$ cat src/hdl/assert_macros.svh
// Assertion macros used by the RTL of the freshness gate.
// Each macro expects clk_i and rst_ni to be visible at the point of use.
`ifndef ASSERT_MACROS_SVH
`define ASSERT_MACROS_SVH

// Same-cycle implication, disabled while in reset
`define ASSERT_IMPL(label, ante, cons) \
  label: assert property (@(posedge clk_i) disable iff (!rst_ni) (ante) |-> (cons)) \
    else $error("assertion failed");

// Next-cycle implication, disabled while in reset
`define ASSERT_NEXT(label, ante, cons) \
  label: assert property (@(posedge clk_i) disable iff (!rst_ni) (ante) |=> (cons)) \
    else $error("assertion failed");

`endif

$ cat src/hdl/gffg_pkg.sv
// Types and constants of the GNSS fix freshness gate.
// No dependencies; gffg_regs and the gate import this package.
`timescale 1ns / 1ps

package gffg_pkg;

  // Configuration port geometry
  localparam int unsigned ADDR_W = 5;
  localparam int unsigned DATA_W = 32;

  // Register indexes (byte address is 4 * index)
  localparam logic [2:0] REG_MAX_HORIZONTAL_ACC = 3'd0;
  localparam logic [2:0] REG_MAX_VERTICAL_ACC   = 3'd1;
  localparam logic [2:0] REG_MAX_SPEED_ACC      = 3'd2;
  localparam logic [2:0] REG_STABLE_NEEDED      = 3'd3;
  localparam logic [2:0] REG_RECENT_WINDOW      = 3'd4;
  localparam logic [2:0] REG_FIX_TYPE_MASK      = 3'd5;

  // Register reset values
  localparam logic [31:0] RST_MAX_HORIZONTAL_ACC = 32'd5000;
  localparam logic [31:0] RST_MAX_VERTICAL_ACC   = 32'd10000;
  localparam logic [31:0] RST_MAX_SPEED_ACC      = 32'd1000;
  localparam logic [7:0]  RST_STABLE_NEEDED      = 8'd5;
  localparam logic [31:0] RST_RECENT_WINDOW      = 32'd1000;
  localparam logic [7:0]  RST_FIX_TYPE_MASK      = 8'd0;

  // Coordinate plausibility limits
  localparam logic signed [31:0] LAT_MIN = -32'sd900000000;
  localparam logic signed [31:0] LAT_MAX = 32'sd900000000;
  localparam logic signed [31:0] LON_MIN = -32'sd1800000000;
  localparam logic signed [31:0] LON_MAX = 32'sd1800000000;
  localparam logic signed [31:0] ALT_MIN = -32'sd1000000;
  localparam logic signed [31:0] ALT_MAX = 32'sd20000000;

  // Fetch status codes; any other nonzero code is a size mismatch
  localparam logic [1:0] FETCH_OK        = 2'd0;
  localparam logic [1:0] FETCH_COPY_FAIL = 2'd1;

  typedef enum logic [2:0] {
    EV_NO_SAMPLE     = 3'd0,
    EV_STALE         = 3'd1,
    EV_COPY_FAIL     = 3'd2,
    EV_SIZE_MISMATCH = 3'd3,
    EV_PUBLISHED     = 3'd4,
    EV_PUB_FAIL      = 3'd5
  } event_e;

  typedef struct packed {
    logic [31:0] max_horizontal_acc;
    logic [31:0] max_vertical_acc;
    logic [31:0] max_speed_acc;
    logic [7:0]  stable_needed;
    logic [31:0] recent_window;
    logic [7:0]  fix_type_mask;
  } cfg_t;

  typedef struct packed {
    logic [31:0]        generation;
    logic [1:0]         fetch_status;
    logic               publish_ok;
    logic [63:0]        fix_stamp_ns;
    logic [2:0]         fix_kind;
    logic signed [31:0] latitude;
    logic signed [31:0] longitude;
    logic signed [31:0] altitude;
    logic [31:0]        horiz_acc;
    logic [31:0]        vert_acc;
    logic [31:0]        speed_acc;
    logic [47:0]        now_ms;
  } poll_t;

  typedef struct packed {
    event_e     event_res;
    logic       restart_seen;
    logic       sample_usable;
    logic [7:0] stable_count;
    logic       ready_res;
  } res_t;

endpackage

$ cat src/hdl/gffg_if.sv
// Stream channels of the freshness gate: poll beats in, result beats out.
// Standalone; widths follow the field list of the block.
`timescale 1ns / 1ps

interface gffg_poll_if;
  logic               valid;
  logic               ready;
  logic [31:0]        generation;
  logic [1:0]         fetch_status;
  logic               publish_ok;
  logic [63:0]        fix_stamp_ns;
  logic [2:0]         fix_kind;
  logic signed [31:0] latitude;
  logic signed [31:0] longitude;
  logic signed [31:0] altitude;
  logic [31:0]        horiz_acc;
  logic [31:0]        vert_acc;
  logic [31:0]        speed_acc;
  logic [47:0]        now_ms;

  modport source (
    output valid, generation, fetch_status, publish_ok, fix_stamp_ns, fix_kind,
           latitude, longitude, altitude, horiz_acc, vert_acc, speed_acc, now_ms,
    input  ready
  );
  modport sink (
    input  valid, generation, fetch_status, publish_ok, fix_stamp_ns, fix_kind,
           latitude, longitude, altitude, horiz_acc, vert_acc, speed_acc, now_ms,
    output ready
  );
endinterface

interface gffg_res_if;
  logic       valid;
  logic       ready;
  logic [2:0] event_res;
  logic       restart_seen;
  logic       sample_usable;
  logic [7:0] stable_count;
  logic       ready_res;

  modport source (
    output valid, event_res, restart_seen, sample_usable, stable_count, ready_res,
    input  ready
  );
  modport sink (
    input  valid, event_res, restart_seen, sample_usable, stable_count, ready_res,
    output ready
  );
endinterface

$ cat src/hdl/gffg_regs.sv
// APB configuration registers of the freshness gate.
// Depends on gffg_pkg for register indexes, reset values and cfg_t.
`timescale 1ns / 1ps

module gffg_regs (
  input  logic                          clk_i,
  input  logic                          rst_ni,
  input  logic                          psel,
  input  logic                          penable,
  input  logic                          pwrite,
  input  logic [gffg_pkg::ADDR_W-1:0]   paddr,
  input  logic [gffg_pkg::DATA_W-1:0]   pwdata,
  output logic [gffg_pkg::DATA_W-1:0]   prdata,
  output logic                          pready,
  output gffg_pkg::cfg_t                cfg_o
);
  import gffg_pkg::*;

  cfg_t       cfg_q;
  logic       wr_en;
  logic [2:0] reg_idx;

  assign pready  = 1'b1;
  assign wr_en   = psel && penable && pwrite && pready;
  assign reg_idx = paddr[ADDR_W-1:2];
  assign cfg_o   = cfg_q;

  // Write the addressed register in the access phase
  always_ff @(posedge clk_i or negedge rst_ni) begin
    if (!rst_ni) begin
      cfg_q.max_horizontal_acc <= RST_MAX_HORIZONTAL_ACC;
      cfg_q.max_vertical_acc   <= RST_MAX_VERTICAL_ACC;
      cfg_q.max_speed_acc      <= RST_MAX_SPEED_ACC;
      cfg_q.stable_needed      <= RST_STABLE_NEEDED;
      cfg_q.recent_window      <= RST_RECENT_WINDOW;
      cfg_q.fix_type_mask      <= RST_FIX_TYPE_MASK;
    end else if (wr_en) begin
      unique case (reg_idx)
        REG_MAX_HORIZONTAL_ACC: cfg_q.max_horizontal_acc <= pwdata;
        REG_MAX_VERTICAL_ACC:   cfg_q.max_vertical_acc   <= pwdata;
        REG_MAX_SPEED_ACC:      cfg_q.max_speed_acc      <= pwdata;
        REG_STABLE_NEEDED:      cfg_q.stable_needed      <= pwdata[7:0];
        REG_RECENT_WINDOW:      cfg_q.recent_window      <= pwdata;
        REG_FIX_TYPE_MASK:      cfg_q.fix_type_mask      <= pwdata[7:0];
        default: ;
      endcase
    end
  end

  // Read back; unmapped addresses return zero
  always_comb begin
    unique case (reg_idx)
      REG_MAX_HORIZONTAL_ACC: prdata = cfg_q.max_horizontal_acc;
      REG_MAX_VERTICAL_ACC:   prdata = cfg_q.max_vertical_acc;
      REG_MAX_SPEED_ACC:      prdata = cfg_q.max_speed_acc;
      REG_STABLE_NEEDED:      prdata = {24'd0, cfg_q.stable_needed};
      REG_RECENT_WINDOW:      prdata = cfg_q.recent_window;
      REG_FIX_TYPE_MASK:      prdata = {24'd0, cfg_q.fix_type_mask};
      default:                prdata = '0;
    endcase
  end

endmodule

$ cat src/hdl/gnss_fix_freshness_gate.sv
// GNSS fix freshness gate: classifies each poll beat, tracks the stable count
// and reports readiness. Depends on gffg_pkg, gffg_if, gffg_regs and assert_macros.svh.
`timescale 1ns / 1ps

// One poll beat is taken per clock cycle as long as the result side does not
// stall. The poll sits in the input register while it is evaluated, and the
// result register then loads its result beat, which is presented from there.
// Both registers advance whenever the result register is empty or its beat is
// taken, so a stalled result still leaves room for one more poll. The gate
// state (last generation, stable count, last sample time) is updated in the
// evaluation cycle, so polls are judged strictly in arrival order.
// Configuration is written over the APB port at byte address 4 * index and
// must only change while no beat is in flight.
module gnss_fix_freshness_gate (
  input  logic                          clk_i,
  input  logic                          rst_ni,
  input  logic                          psel,
  input  logic                          penable,
  input  logic                          pwrite,
  input  logic [gffg_pkg::ADDR_W-1:0]   paddr,
  input  logic [gffg_pkg::DATA_W-1:0]   pwdata,
  output logic [gffg_pkg::DATA_W-1:0]   prdata,
  output logic                          pready,
  gffg_poll_if.sink                     poll_i,
  gffg_res_if.source                    res_o
);
  import gffg_pkg::*;

  `include "assert_macros.svh"

  cfg_t cfg;

  gffg_regs u_regs (
    .clk_i   (clk_i),
    .rst_ni  (rst_ni),
    .psel    (psel),
    .penable (penable),
    .pwrite  (pwrite),
    .paddr   (paddr),
    .pwdata  (pwdata),
    .prdata  (prdata),
    .pready  (pready),
    .cfg_o   (cfg)
  );

  // Pipeline control
  logic  in_valid_q;
  poll_t in_q;
  logic  res_valid_q;
  res_t  res_q;
  logic  advance;
  logic  eval_fire;

  assign advance      = !res_valid_q || res_o.ready;
  assign eval_fire    = in_valid_q && advance;
  assign poll_i.ready = !in_valid_q || advance;

  // Gate state
  logic        seen_q;
  logic [31:0] last_gen_q;
  logic [7:0]  cnt_q;
  logic        usable_q;
  logic        have_q;
  logic [47:0] last_time_q;

  // Capture the poll beat
  always_ff @(posedge clk_i or negedge rst_ni) begin
    if (!rst_ni) begin
      in_valid_q <= 1'b0;
    end else if (poll_i.ready) begin
      in_valid_q <= poll_i.valid;
    end
  end

  always_ff @(posedge clk_i) begin
    if (poll_i.ready && poll_i.valid) begin
      in_q.generation   <= poll_i.generation;
      in_q.fetch_status <= poll_i.fetch_status;
      in_q.publish_ok   <= poll_i.publish_ok;
      in_q.fix_stamp_ns <= poll_i.fix_stamp_ns;
      in_q.fix_kind     <= poll_i.fix_kind;
      in_q.latitude     <= poll_i.latitude;
      in_q.longitude    <= poll_i.longitude;
      in_q.altitude     <= poll_i.altitude;
      in_q.horiz_acc    <= poll_i.horiz_acc;
      in_q.vert_acc     <= poll_i.vert_acc;
      in_q.speed_acc    <= poll_i.speed_acc;
      in_q.now_ms       <= poll_i.now_ms;
    end
  end

  // Classify the poll
  logic   gen_zero;
  logic   stale;
  logic   accept;
  logic   restart;
  logic   fix_ok;
  logic   use_fix;
  event_e event_d;

  assign gen_zero = (in_q.generation == '0);
  assign stale    = seen_q && (in_q.generation == last_gen_q);
  assign accept   = !gen_zero && !stale && (in_q.fetch_status == FETCH_OK);
  assign restart  = accept && seen_q && (in_q.generation < last_gen_q);

  always_comb begin
    priority if (gen_zero) begin
      event_d = EV_NO_SAMPLE;
    end else if (stale) begin
      event_d = EV_STALE;
    end else if (in_q.fetch_status == FETCH_COPY_FAIL) begin
      event_d = EV_COPY_FAIL;
    end else if (in_q.fetch_status != FETCH_OK) begin
      event_d = EV_SIZE_MISMATCH;
    end else if (in_q.publish_ok) begin
      event_d = EV_PUBLISHED;
    end else begin
      event_d = EV_PUB_FAIL;
    end
  end

  // Check the fix against a nonzero stamp, ranges, accuracy limits and the fix type mask
  assign fix_ok = (in_q.fix_stamp_ns != '0) &&
                  cfg.fix_type_mask[in_q.fix_kind] &&
                  (in_q.latitude  >= LAT_MIN) && (in_q.latitude  <= LAT_MAX) &&
                  (in_q.longitude >= LON_MIN) && (in_q.longitude <= LON_MAX) &&
                  (in_q.altitude  >= ALT_MIN) && (in_q.altitude  <= ALT_MAX) &&
                  (in_q.horiz_acc <= cfg.max_horizontal_acc) &&
                  (in_q.vert_acc  <= cfg.max_vertical_acc) &&
                  (in_q.speed_acc <= cfg.max_speed_acc);
  assign use_fix = fix_ok && in_q.publish_ok;

  // Advance the stable count: clear on an unusable fix, count from zero on restart, saturate at the limit
  logic [7:0] cnt_base;
  logic [7:0] cnt_new;

  assign cnt_base = restart ? 8'd0 : cnt_q;
  always_comb begin
    if (!use_fix) begin
      cnt_new = 8'd0;
    end else if (cnt_base < cfg.stable_needed) begin
      cnt_new = cnt_base + 8'd1;
    end else begin
      cnt_new = cnt_base;
    end
  end

  // Readiness at this poll's time; a fresh sample has age zero
  logic [47:0] age;
  logic        ready_hold;
  logic        ready_d;

  assign age        = in_q.now_ms - last_time_q;
  assign ready_hold = usable_q && (cnt_q >= cfg.stable_needed) && have_q &&
                      (in_q.now_ms >= last_time_q) &&
                      (age <= {16'd0, cfg.recent_window});
  assign ready_d    = accept ? (use_fix && (cnt_new >= cfg.stable_needed)) : ready_hold;

  // Update the gate state on an accepted sample
  always_ff @(posedge clk_i or negedge rst_ni) begin
    if (!rst_ni) begin
      seen_q      <= 1'b0;
      last_gen_q  <= '0;
      cnt_q       <= '0;
      usable_q    <= 1'b0;
      have_q      <= 1'b0;
      last_time_q <= '0;
    end else if (eval_fire && accept) begin
      seen_q      <= 1'b1;
      last_gen_q  <= in_q.generation;
      cnt_q       <= cnt_new;
      usable_q    <= use_fix;
      have_q      <= 1'b1;
      last_time_q <= in_q.now_ms;
    end
  end

  // Hold the result beat until it is taken
  always_ff @(posedge clk_i or negedge rst_ni) begin
    if (!rst_ni) begin
      res_valid_q <= 1'b0;
    end else if (advance) begin
      res_valid_q <= in_valid_q;
    end
  end

  always_ff @(posedge clk_i) begin
    if (eval_fire) begin
      res_q.event_res     <= event_d;
      res_q.restart_seen  <= restart;
      res_q.sample_usable <= accept ? use_fix : usable_q;
      res_q.stable_count  <= accept ? cnt_new : cnt_q;
      res_q.ready_res     <= ready_d;
    end
  end

  assign res_o.valid         = res_valid_q;
  assign res_o.event_res     = res_q.event_res;
  assign res_o.restart_seen  = res_q.restart_seen;
  assign res_o.sample_usable = res_q.sample_usable;
  assign res_o.stable_count  = res_q.stable_count;
  assign res_o.ready_res     = res_q.ready_res;

  // A captured poll is never dropped while the result side stalls
  `ASSERT_NEXT(a_in_hold, in_valid_q && !advance, in_valid_q)
  // An evaluated accepted sample always leaves a sample time behind
  `ASSERT_NEXT(a_have_after_accept, eval_fire && accept, have_q && seen_q)
  // A restart is only reported on an accepted sample
  `ASSERT_IMPL(a_restart_event, res_o.valid && res_o.restart_seen,
               res_q.event_res == EV_PUBLISHED || res_q.event_res == EV_PUB_FAIL)
  // A failed publish never leaves a usable sample
  `ASSERT_IMPL(a_pub_fail_unusable, res_o.valid && res_q.event_res == EV_PUB_FAIL,
               !res_o.sample_usable && !res_o.ready_res)

endmodule
$ cat src/flat_wrapper.sv
// flat-port wrapper written by rule: the top's interface ports become plain ports
module gnss_fix_freshness_gate_flat import gffg_pkg::*;
  (clk_i, rst_ni, psel, penable, pwrite, paddr, pwdata, prdata, pready, poll_i_valid, poll_i_generation, poll_i_fetch_status, poll_i_publish_ok, poll_i_fix_stamp_ns, poll_i_fix_kind, poll_i_latitude, poll_i_longitude, poll_i_altitude, poll_i_horiz_acc, poll_i_vert_acc, poll_i_speed_acc, poll_i_now_ms, poll_i_ready, res_o_valid, res_o_event_res, res_o_restart_seen, res_o_sample_usable, res_o_stable_count, res_o_ready_res, res_o_ready);
  gffg_poll_if poll_i_i ();
  gffg_res_if res_o_i ();
  input  logic clk_i;
  input  logic rst_ni;
  input  logic psel;
  input  logic penable;
  input  logic pwrite;
  input  logic [gffg_pkg::ADDR_W-1:0] paddr;
  input  logic [gffg_pkg::DATA_W-1:0] pwdata;
  output logic [gffg_pkg::DATA_W-1:0] prdata;
  output logic pready;
  input wire logic [$bits(poll_i_i.valid)-1:0] poll_i_valid;
  input wire logic [$bits(poll_i_i.generation)-1:0] poll_i_generation;
  input wire logic [$bits(poll_i_i.fetch_status)-1:0] poll_i_fetch_status;
  input wire logic [$bits(poll_i_i.publish_ok)-1:0] poll_i_publish_ok;
  input wire logic [$bits(poll_i_i.fix_stamp_ns)-1:0] poll_i_fix_stamp_ns;
  input wire logic [$bits(poll_i_i.fix_kind)-1:0] poll_i_fix_kind;
  input wire logic [$bits(poll_i_i.latitude)-1:0] poll_i_latitude;
  input wire logic [$bits(poll_i_i.longitude)-1:0] poll_i_longitude;
  input wire logic [$bits(poll_i_i.altitude)-1:0] poll_i_altitude;
  input wire logic [$bits(poll_i_i.horiz_acc)-1:0] poll_i_horiz_acc;
  input wire logic [$bits(poll_i_i.vert_acc)-1:0] poll_i_vert_acc;
  input wire logic [$bits(poll_i_i.speed_acc)-1:0] poll_i_speed_acc;
  input wire logic [$bits(poll_i_i.now_ms)-1:0] poll_i_now_ms;
  output wire logic [$bits(poll_i_i.ready)-1:0] poll_i_ready;
  output wire logic [$bits(res_o_i.valid)-1:0] res_o_valid;
  output wire logic [$bits(res_o_i.event_res)-1:0] res_o_event_res;
  output wire logic [$bits(res_o_i.restart_seen)-1:0] res_o_restart_seen;
  output wire logic [$bits(res_o_i.sample_usable)-1:0] res_o_sample_usable;
  output wire logic [$bits(res_o_i.stable_count)-1:0] res_o_stable_count;
  output wire logic [$bits(res_o_i.ready_res)-1:0] res_o_ready_res;
  input wire logic [$bits(res_o_i.ready)-1:0] res_o_ready;
  assign poll_i_i.valid = poll_i_valid;
  assign poll_i_i.generation = poll_i_generation;
  assign poll_i_i.fetch_status = poll_i_fetch_status;
  assign poll_i_i.publish_ok = poll_i_publish_ok;
  assign poll_i_i.fix_stamp_ns = poll_i_fix_stamp_ns;
  assign poll_i_i.fix_kind = poll_i_fix_kind;
  assign poll_i_i.latitude = poll_i_latitude;
  assign poll_i_i.longitude = poll_i_longitude;
  assign poll_i_i.altitude = poll_i_altitude;
  assign poll_i_i.horiz_acc = poll_i_horiz_acc;
  assign poll_i_i.vert_acc = poll_i_vert_acc;
  assign poll_i_i.speed_acc = poll_i_speed_acc;
  assign poll_i_i.now_ms = poll_i_now_ms;
  assign poll_i_ready = poll_i_i.ready;
  assign res_o_valid = res_o_i.valid;
  assign res_o_event_res = res_o_i.event_res;
  assign res_o_restart_seen = res_o_i.restart_seen;
  assign res_o_sample_usable = res_o_i.sample_usable;
  assign res_o_stable_count = res_o_i.stable_count;
  assign res_o_ready_res = res_o_i.ready_res;
  assign res_o_i.ready = res_o_ready;
  gnss_fix_freshness_gate u_core (.clk_i(clk_i), .rst_ni(rst_ni), .psel(psel), .penable(penable), .pwrite(pwrite), .paddr(paddr), .pwdata(pwdata), .prdata(prdata), .pready(pready), .poll_i(poll_i_i), .res_o(res_o_i));
endmodule
$ cat config.mk
export PLATFORM = sky130hd
export DESIGN_NAME = gnss_fix_freshness_gate_flat
export DESIGN_NICKNAME = d
export VERILOG_FILES = /design/src/hdl/gffg_pkg.sv /design/src/hdl/gffg_if.sv /design/src/hdl/gffg_regs.sv /design/src/hdl/gnss_fix_freshness_gate.sv /design/src/flat_wrapper.sv
export VERILOG_INCLUDE_DIRS = /design/src /design/src/hdl
export SDC_FILE = /design/constraint.sdc
export NUM_CORES = 1
export LEC_CHECK = 0
export BUFFER_PORTS_ARGS = -buffer_cell sky130_fd_sc_hd__buf_2
export CAP_MARGIN = 0
export CELL_PAD_IN_SITES_DETAIL_PLACEMENT = 1
export CELL_PAD_IN_SITES_GLOBAL_PLACEMENT = 1
export CORE_AREA = 2 2 216 303
export CTS_BUF_LIST = sky130_fd_sc_hd__clkbuf_4 sky130_fd_sc_hd__clkbuf_8 sky130_fd_sc_hd__clkbuf_16
export CTS_CLUSTER_SIZE = 12
export DETAILED_ROUTE_END_ITERATION = 8
export DIE_AREA = 0 0 218 305
export PLACE_DENSITY_LB_ADDON = 0.2
export SLEW_MARGIN = 10
export SYNTH_ARGS = -nofsm -noshare
export SYNTH_HDL_FRONTEND = slang
export SYNTH_SLANG_ARGS = --single-unit
$ cat constraint.sdc
create_clock -name clk_i -period 12.52 [get_ports clk_i]
set_input_delay 0.626 -clock clk_i [delete_from_list [all_inputs] [get_ports clk_i]]
set_output_delay 0.626 -clock clk_i [all_outputs]
set_load 0.005 [all_outputs]
==> impl_metrics.prom <==
# TYPE chip_impl_metric gauge
chip_impl_metric{name="r2r.worst_path.cells",unit=""} 27
chip_impl_metric{name="drt-wirelength-per-cell",unit="um"} 21.9
chip_impl_metric{name="yosys_register_bits",unit=""} 592
chip_impl_metric{name="antenna_found_initial",unit=""} 27
chip_impl_metric{name="ys_types",unit=""} 95
chip_impl_info{name="result_of_the_run",value="finished clean"} 1
chip_impl_metric{name="place.detailed.hpwl",unit="um"} 65500
chip_impl_metric{name="finalNonFillerCells",unit=""} 3904
chip_impl_metric{name="drcViolationCount",unit=""} 0
chip_impl_metric{name="area_growth_syn_to_layout",unit="%"} 17.5
chip_impl_metric{name="worst_pin_slew",unit="ps"} 1070
chip_impl_metric{name="synth.net_count",unit=""} 3203
chip_impl_metric{name="drtPass1Iterations",unit=""} 6
chip_impl_info{name="crit_path_start_kind",value="register"} 1
chip_impl_metric{name="grt_overflow",unit=""} 0
chip_impl_metric{name="synthesis.area",unit="um2"} 29100
chip_impl_metric{name="fin_crit_sh",unit=""} 0.522
chip_impl_metric{name="io-pin-count",unit=""} 435
chip_impl_metric{name="final-setup-viol-count",unit=""} 0
chip_impl_metric{name="grtUsageTotal",unit=""} 0.256
chip_impl_metric{name="syn_avg_cell_area",unit="um2"} 11.2
chip_impl_metric{name="synth_edf_count",unit=""} 356
chip_impl_metric{name="timing.setup.tns",unit="ps"} 0
chip_impl_info{name="worst_path_most_repeated_cell",value="sky130_fd_sc_hd__a21o_1"} 1
chip_impl_metric{name="worst-path-max-fanout",unit=""} 17
chip_impl_info{name="tritoncts",value="built"} 1
chip_impl_info{name="hold_path.class",value="input pin to asynchronous set/reset pin"} 1
chip_impl_metric{name="clock.fmax",unit="MHz"} 153
chip_impl_metric{name="slew_headroom",unit=""} 0.270
chip_impl_metric{name="crit_required",unit="ps"} 12900
chip_impl_metric{name="start_util",unit=""} 0.455
chip_impl_metric{name="tritoncts.num_buffers",unit=""} 61
chip_impl_metric{name="dieArea",unit="um2"} 66500
chip_impl_metric{name="drive_gt1_frac",unit=""} 0.212
chip_impl_info{name="timing.critical_path.slowest_stage_cell",value="sky130_fd_sc_hd__and3b_1"} 1
chip_impl_metric{name="final_count_of_hold_timing_violations",unit=""} 0
chip_impl_info{name="critical_path.endpoint_type",value="register"} 1
chip_impl_metric{name="max_rail_drop_vdd",unit="mV"} 0.117
chip_impl_metric{name="synthArstFlopShare",unit=""} 0.399
chip_impl_info{name="synth_flop_cell",value="sky130_fd_sc_hd__edfxtp_1"} 1
chip_impl_metric{name="vias_per_cell",unit=""} 5.58
chip_impl_info{name="cts_root_buffer",value="sky130_fd_sc_hd__clkbuf_16"} 1
chip_impl_metric{name="floorplan.die.height",unit="um"} 305
chip_impl_metric{name="clk_latency_worst_skew_pair",unit="ps"} 640
chip_impl_metric{name="cts-resized-gates",unit=""} 0
chip_impl_metric{name="postCtsSetupBuffers",unit=""} 0
chip_impl_info{name="r2r-start",value="u_core.in_q[331]"} 1
chip_impl_metric{name="crit_path_arrival_time",unit="ps"} 6910
chip_impl_metric{name="grt_first_pass_wirelength",unit="um"} 132000
chip_impl_metric{name="routed_wl",unit="um"} 85300
chip_impl_info{name="path_class",value="register to register"} 1
chip_impl_info{name="timing.critical_path.from",value="u_core.in_q[331]"} 1
chip_impl_metric{name="post_synthesis_sequential_area_ratio",unit=""} 0.572
chip_impl_metric{name="critical_path.n_buffers_inverters",unit=""} 1
chip_impl_metric{name="detailedRoute.firstIterationViolations",unit=""} 1222
chip_impl_metric{name="synth-warning-count",unit=""} 0
chip_impl_metric{name="maximum_number_of_pins_on_one_net_before_global_route_repair",unit=""} 124
chip_impl_metric{name="core_area",unit="um2"} 63900
chip_impl_metric{name="timing.final.crit_period",unit="ps"} 6540
chip_impl_metric{name="postSynthCellCount",unit=""} 2584
chip_impl_info{name="regToRegEndpoint",value="u_core.res_o.ready_res"} 1
chip_impl_metric{name="max-clock-path-buffers",unit=""} 3
chip_impl_metric{name="max_cap_viol",unit=""} 0
chip_impl_metric{name="antenna_left",unit=""} 0
chip_impl_metric{name="timing.clock.skew",unit="ps"} 17.1
chip_impl_metric{name="first_global_vias",unit=""} 24000
chip_impl_metric{name="power.leakage",unit="nW"} 14.7
chip_impl_metric{name="rows",unit=""} 110
chip_impl_metric{name="htree_levels",unit=""} 2
chip_impl_metric{name="post-place-cells",unit=""} 3780
chip_impl_info{name="rsz0062_at_grt",value="false"} 1
chip_impl_metric{name="cts.clk_slew.worst_paths",unit="ps"} 60
chip_impl_metric{name="io_buffer_count",unit=""} 431
chip_impl_metric{name="maxSlewViolCount",unit=""} 0
chip_impl_metric{name="hold_buffers",unit=""} 0
chip_impl_metric{name="final_nets",unit=""} 3623
chip_impl_info{name="critical_path.top_delay_family",value="compound AO/OA/AOI/OAI gates"} 1
chip_impl_metric{name="dieWidth",unit="um"} 218
chip_impl_metric{name="cts_sinks",unit=""} 592
chip_impl_metric{name="ff2ff_setup_slack",unit="ps"} 5980
chip_impl_metric{name="power_per_cell_area",unit="nW/um2"} 170
chip_impl_metric{name="routabilityCongestion",unit=""} 0.883
chip_impl_metric{name="largest_stage_delay_on_the_critical_path",unit="ps"} 700
chip_impl_metric{name="vias",unit=""} 21800
-- state kept, by name (all words and copies together) (netlist names), 3 cells and up --
register,flops
u_core.res_o.stable_count,8
u_core.cnt_q,8
u_core.last_gen_q,32
u_core.in_q,342
u_core.last_time_q,48
u_core.res_o.event_res,3
u_core.u_regs.cfg_o,144
-- Yosys cell counts (7+ instances only) --
master	count	area, um2
sky130_fd_sc_hd__a21oi_1	125	626
sky130_fd_sc_hd__nor2b_1	20	125
sky130_fd_sc_hd__o21bai_1	14	105
sky130_fd_sc_hd__and2_1	10	62.6
sky130_fd_sc_hd__dfstp_2	24	631
sky130_fd_sc_hd__ha_1	232	2900
sky130_fd_sc_hd__nand2b_1	18	113
sky130_fd_sc_hd__a31oi_1	12	75.1
sky130_fd_sc_hd__o31ai_1	14	105
sky130_fd_sc_hd__nand4_1	70	438
sky130_fd_sc_hd__xor2_1	15	131
sky130_fd_sc_hd__nand2_1	313	1170
sky130_fd_sc_hd__a211oi_1	16	120
sky130_fd_sc_hd__a221o_1	24	240
sky130_fd_sc_hd__or3_1	12	75.1
sky130_fd_sc_hd__o211ai_1	7	52.6
sky130_fd_sc_hd__xnor2_1	27	236
sky130_fd_sc_hd__o21ai_0	303	1520
sky130_fd_sc_hd__a22oi_1	11	82.6
sky130_fd_sc_hd__o21a_1	12	90.1
sky130_fd_sc_hd__dfrtp_1	212	5310
sky130_fd_sc_hd__nor3_1	30	150
sky130_fd_sc_hd__mux2_2	26	293
sky130_fd_sc_hd__and3_1	9	56.3
sky130_fd_sc_hd__o22ai_1	7	43.8
sky130_fd_sc_hd__clkbuf_1	74	278
sky130_fd_sc_hd__nor4_1	44	275
sky130_fd_sc_hd__mux2i_1	12	120
sky130_fd_sc_hd__edfxtp_1	356	10700
sky130_fd_sc_hd__buf_2	11	55.1
sky130_fd_sc_hd__nand3_1	24	120
sky130_fd_sc_hd__a21o_1	58	435
sky130_fd_sc_hd__nor2_1	82	308
sky130_fd_sc_hd__inv_1	247	927
-- per-stage QoR --
stage / worst slack, ps / util / hold WS (ps) / total power, W / area [um2]
after global placement: 5990 / 0.502 / 460 / 0.00387 / 32100
after CTS: 5870 / 0.534 / 102 / 0.00584 / 34100
after detailed placement: 5890 / 0.502 / 475 / 0.00397 / 32100
after floorplan: 3200 / - / 330 / 0.00346 / 29100
final: 5980 / 0.535 / 53.8 / 0.00579 / 34200
after global routing: 5520 / 0.535 / 123 / 0.00612 / 34200
-- cells by family after synthesis --
kind of cell               synth area share
AOI/OAI and AO/OA                     0.143
and+or+nand+nor                       0.110
adders and majority gates             0.101
xor gates and xnor gates             0.0127
other                              0.000129
DFF                                   0.572
buffers and inverters                0.0448
muxes                                0.0161
-- power by group --
| part | leakage, nW | total [W] | internal, W | switching (W) |
|---|---|---|---|---|
| combinational | 7.48 | 0.00146 | 0.000564 | 0.000895 |
| sequential | 6.19 | 0.00248 | 0.00236 | 0.000124 |
| clock | 1.05 | 0.00185 | 0.00108 | 0.000769 |
| total | 14.7 | 0.00579 | 0.00401 | 0.00179 |
-- worst reg2reg max path: stages (launching register included) --
cell	delay, ps
sky130_fd_sc_hd__edfxtp_1	450
sky130_fd_sc_hd__ha_1	340
sky130_fd_sc_hd__nand4_1	180
sky130_fd_sc_hd__nor4_2	100
sky130_fd_sc_hd__nand4_1	90
sky130_fd_sc_hd__and3b_1	700
sky130_fd_sc_hd__o2111a_1	330
sky130_fd_sc_hd__o211ai_2	240
sky130_fd_sc_hd__and2_1	270
sky130_fd_sc_hd__ha_1	300
sky130_fd_sc_hd__a211oi_1	250
sky130_fd_sc_hd__o21ai_0	140
sky130_fd_sc_hd__a221oi_1	280
sky130_fd_sc_hd__a21bo_2	360
sky130_fd_sc_hd__xnor2_1	160
sky130_fd_sc_hd__and2b_2	180
sky130_fd_sc_hd__inv_1	50
sky130_fd_sc_hd__ha_1	270
sky130_fd_sc_hd__nand2b_1	140
sky130_fd_sc_hd__a21o_1	170
sky130_fd_sc_hd__a21o_1	170
sky130_fd_sc_hd__a21o_1	160
sky130_fd_sc_hd__a21o_1	170
sky130_fd_sc_hd__a21o_1	170
sky130_fd_sc_hd__a21o_1	170
sky130_fd_sc_hd__a21oi_1	130
sky130_fd_sc_hd__or3b_1	180
sky130_fd_sc_hd__o41ai_2	120
-- area by class of cell --
| type | instances | area, um2 |
|---|---|---|
| multi-input cells | 1655 | 11200 |
| diodes | 8 | 20.0 |
| flip-flops and latches | 592 | 16600 |
| repair buffers | 446 | 2300 |
| clock inverters | 13 | 133 |
| fillers | 6902 | 29700 |
| well taps | 840 | 1050 |
| clock buffers | 102 | 1920 |
| inverters | 248 | 931 |
-- cells in the final DEF, fill, tap and decap left out, drive strengths merged, types with 10 or more instances in the layout --
| master | instances |
|---|---|
| or3 | 13 |
| a31oi | 12 |
| clkbuf | 102 |
| nand2 | 313 |
| nor2b | 20 |
| o21a | 12 |
| nand4 | 70 |
| o21ai | 305 |
| buf | 446 |
| nor3 | 32 |
| inv | 249 |
| nor4 | 47 |
| o21bai | 14 |
| and2 | 10 |
| xnor2 | 27 |
| edfxtp | 356 |
| nand3 | 24 |
| a221o | 25 |
| a211oi | 16 |
| nor2 | 82 |
| mux2 | 27 |
| o31ai | 15 |
| mux2i | 12 |
| a21o | 59 |
| nand2b | 18 |
| dfstp | 24 |
| dfrtp | 212 |
| a21oi | 127 |
| ha | 232 |
| xor2 | 15 |
| a22oi | 11 |
-- how the worst max path moves through the flow --
stage	endpoint	slack [ps]	depth (start not counted)
6_report	u_core.res_o.ready_res	5980	27
3_3_place_gp	u_core.res_o.ready_res	5990	27
2_1_floorplan	u_core.in_q[0]	3200	2
3_5_place_dp	u_core.res_o.ready_res	5890	27
4_1_cts	u_core.res_o.ready_res	5870	27
5_1_grt	u_core.res_o.ready_res	5520	28
-- routing by layer --
metal | global-route usage | wire, um | up-vias
met5 | 0 | 239 | -
met4 | 0.104 | 3500 | 36
li1 | - | - | 10300
met2 | 0.461 | 43800 | 561
met3 | 0.0529 | 4470 | 184
met1 | 0.293 | 33300 | 10700
No activity file was read; power rests on OpenSTA's default activity.
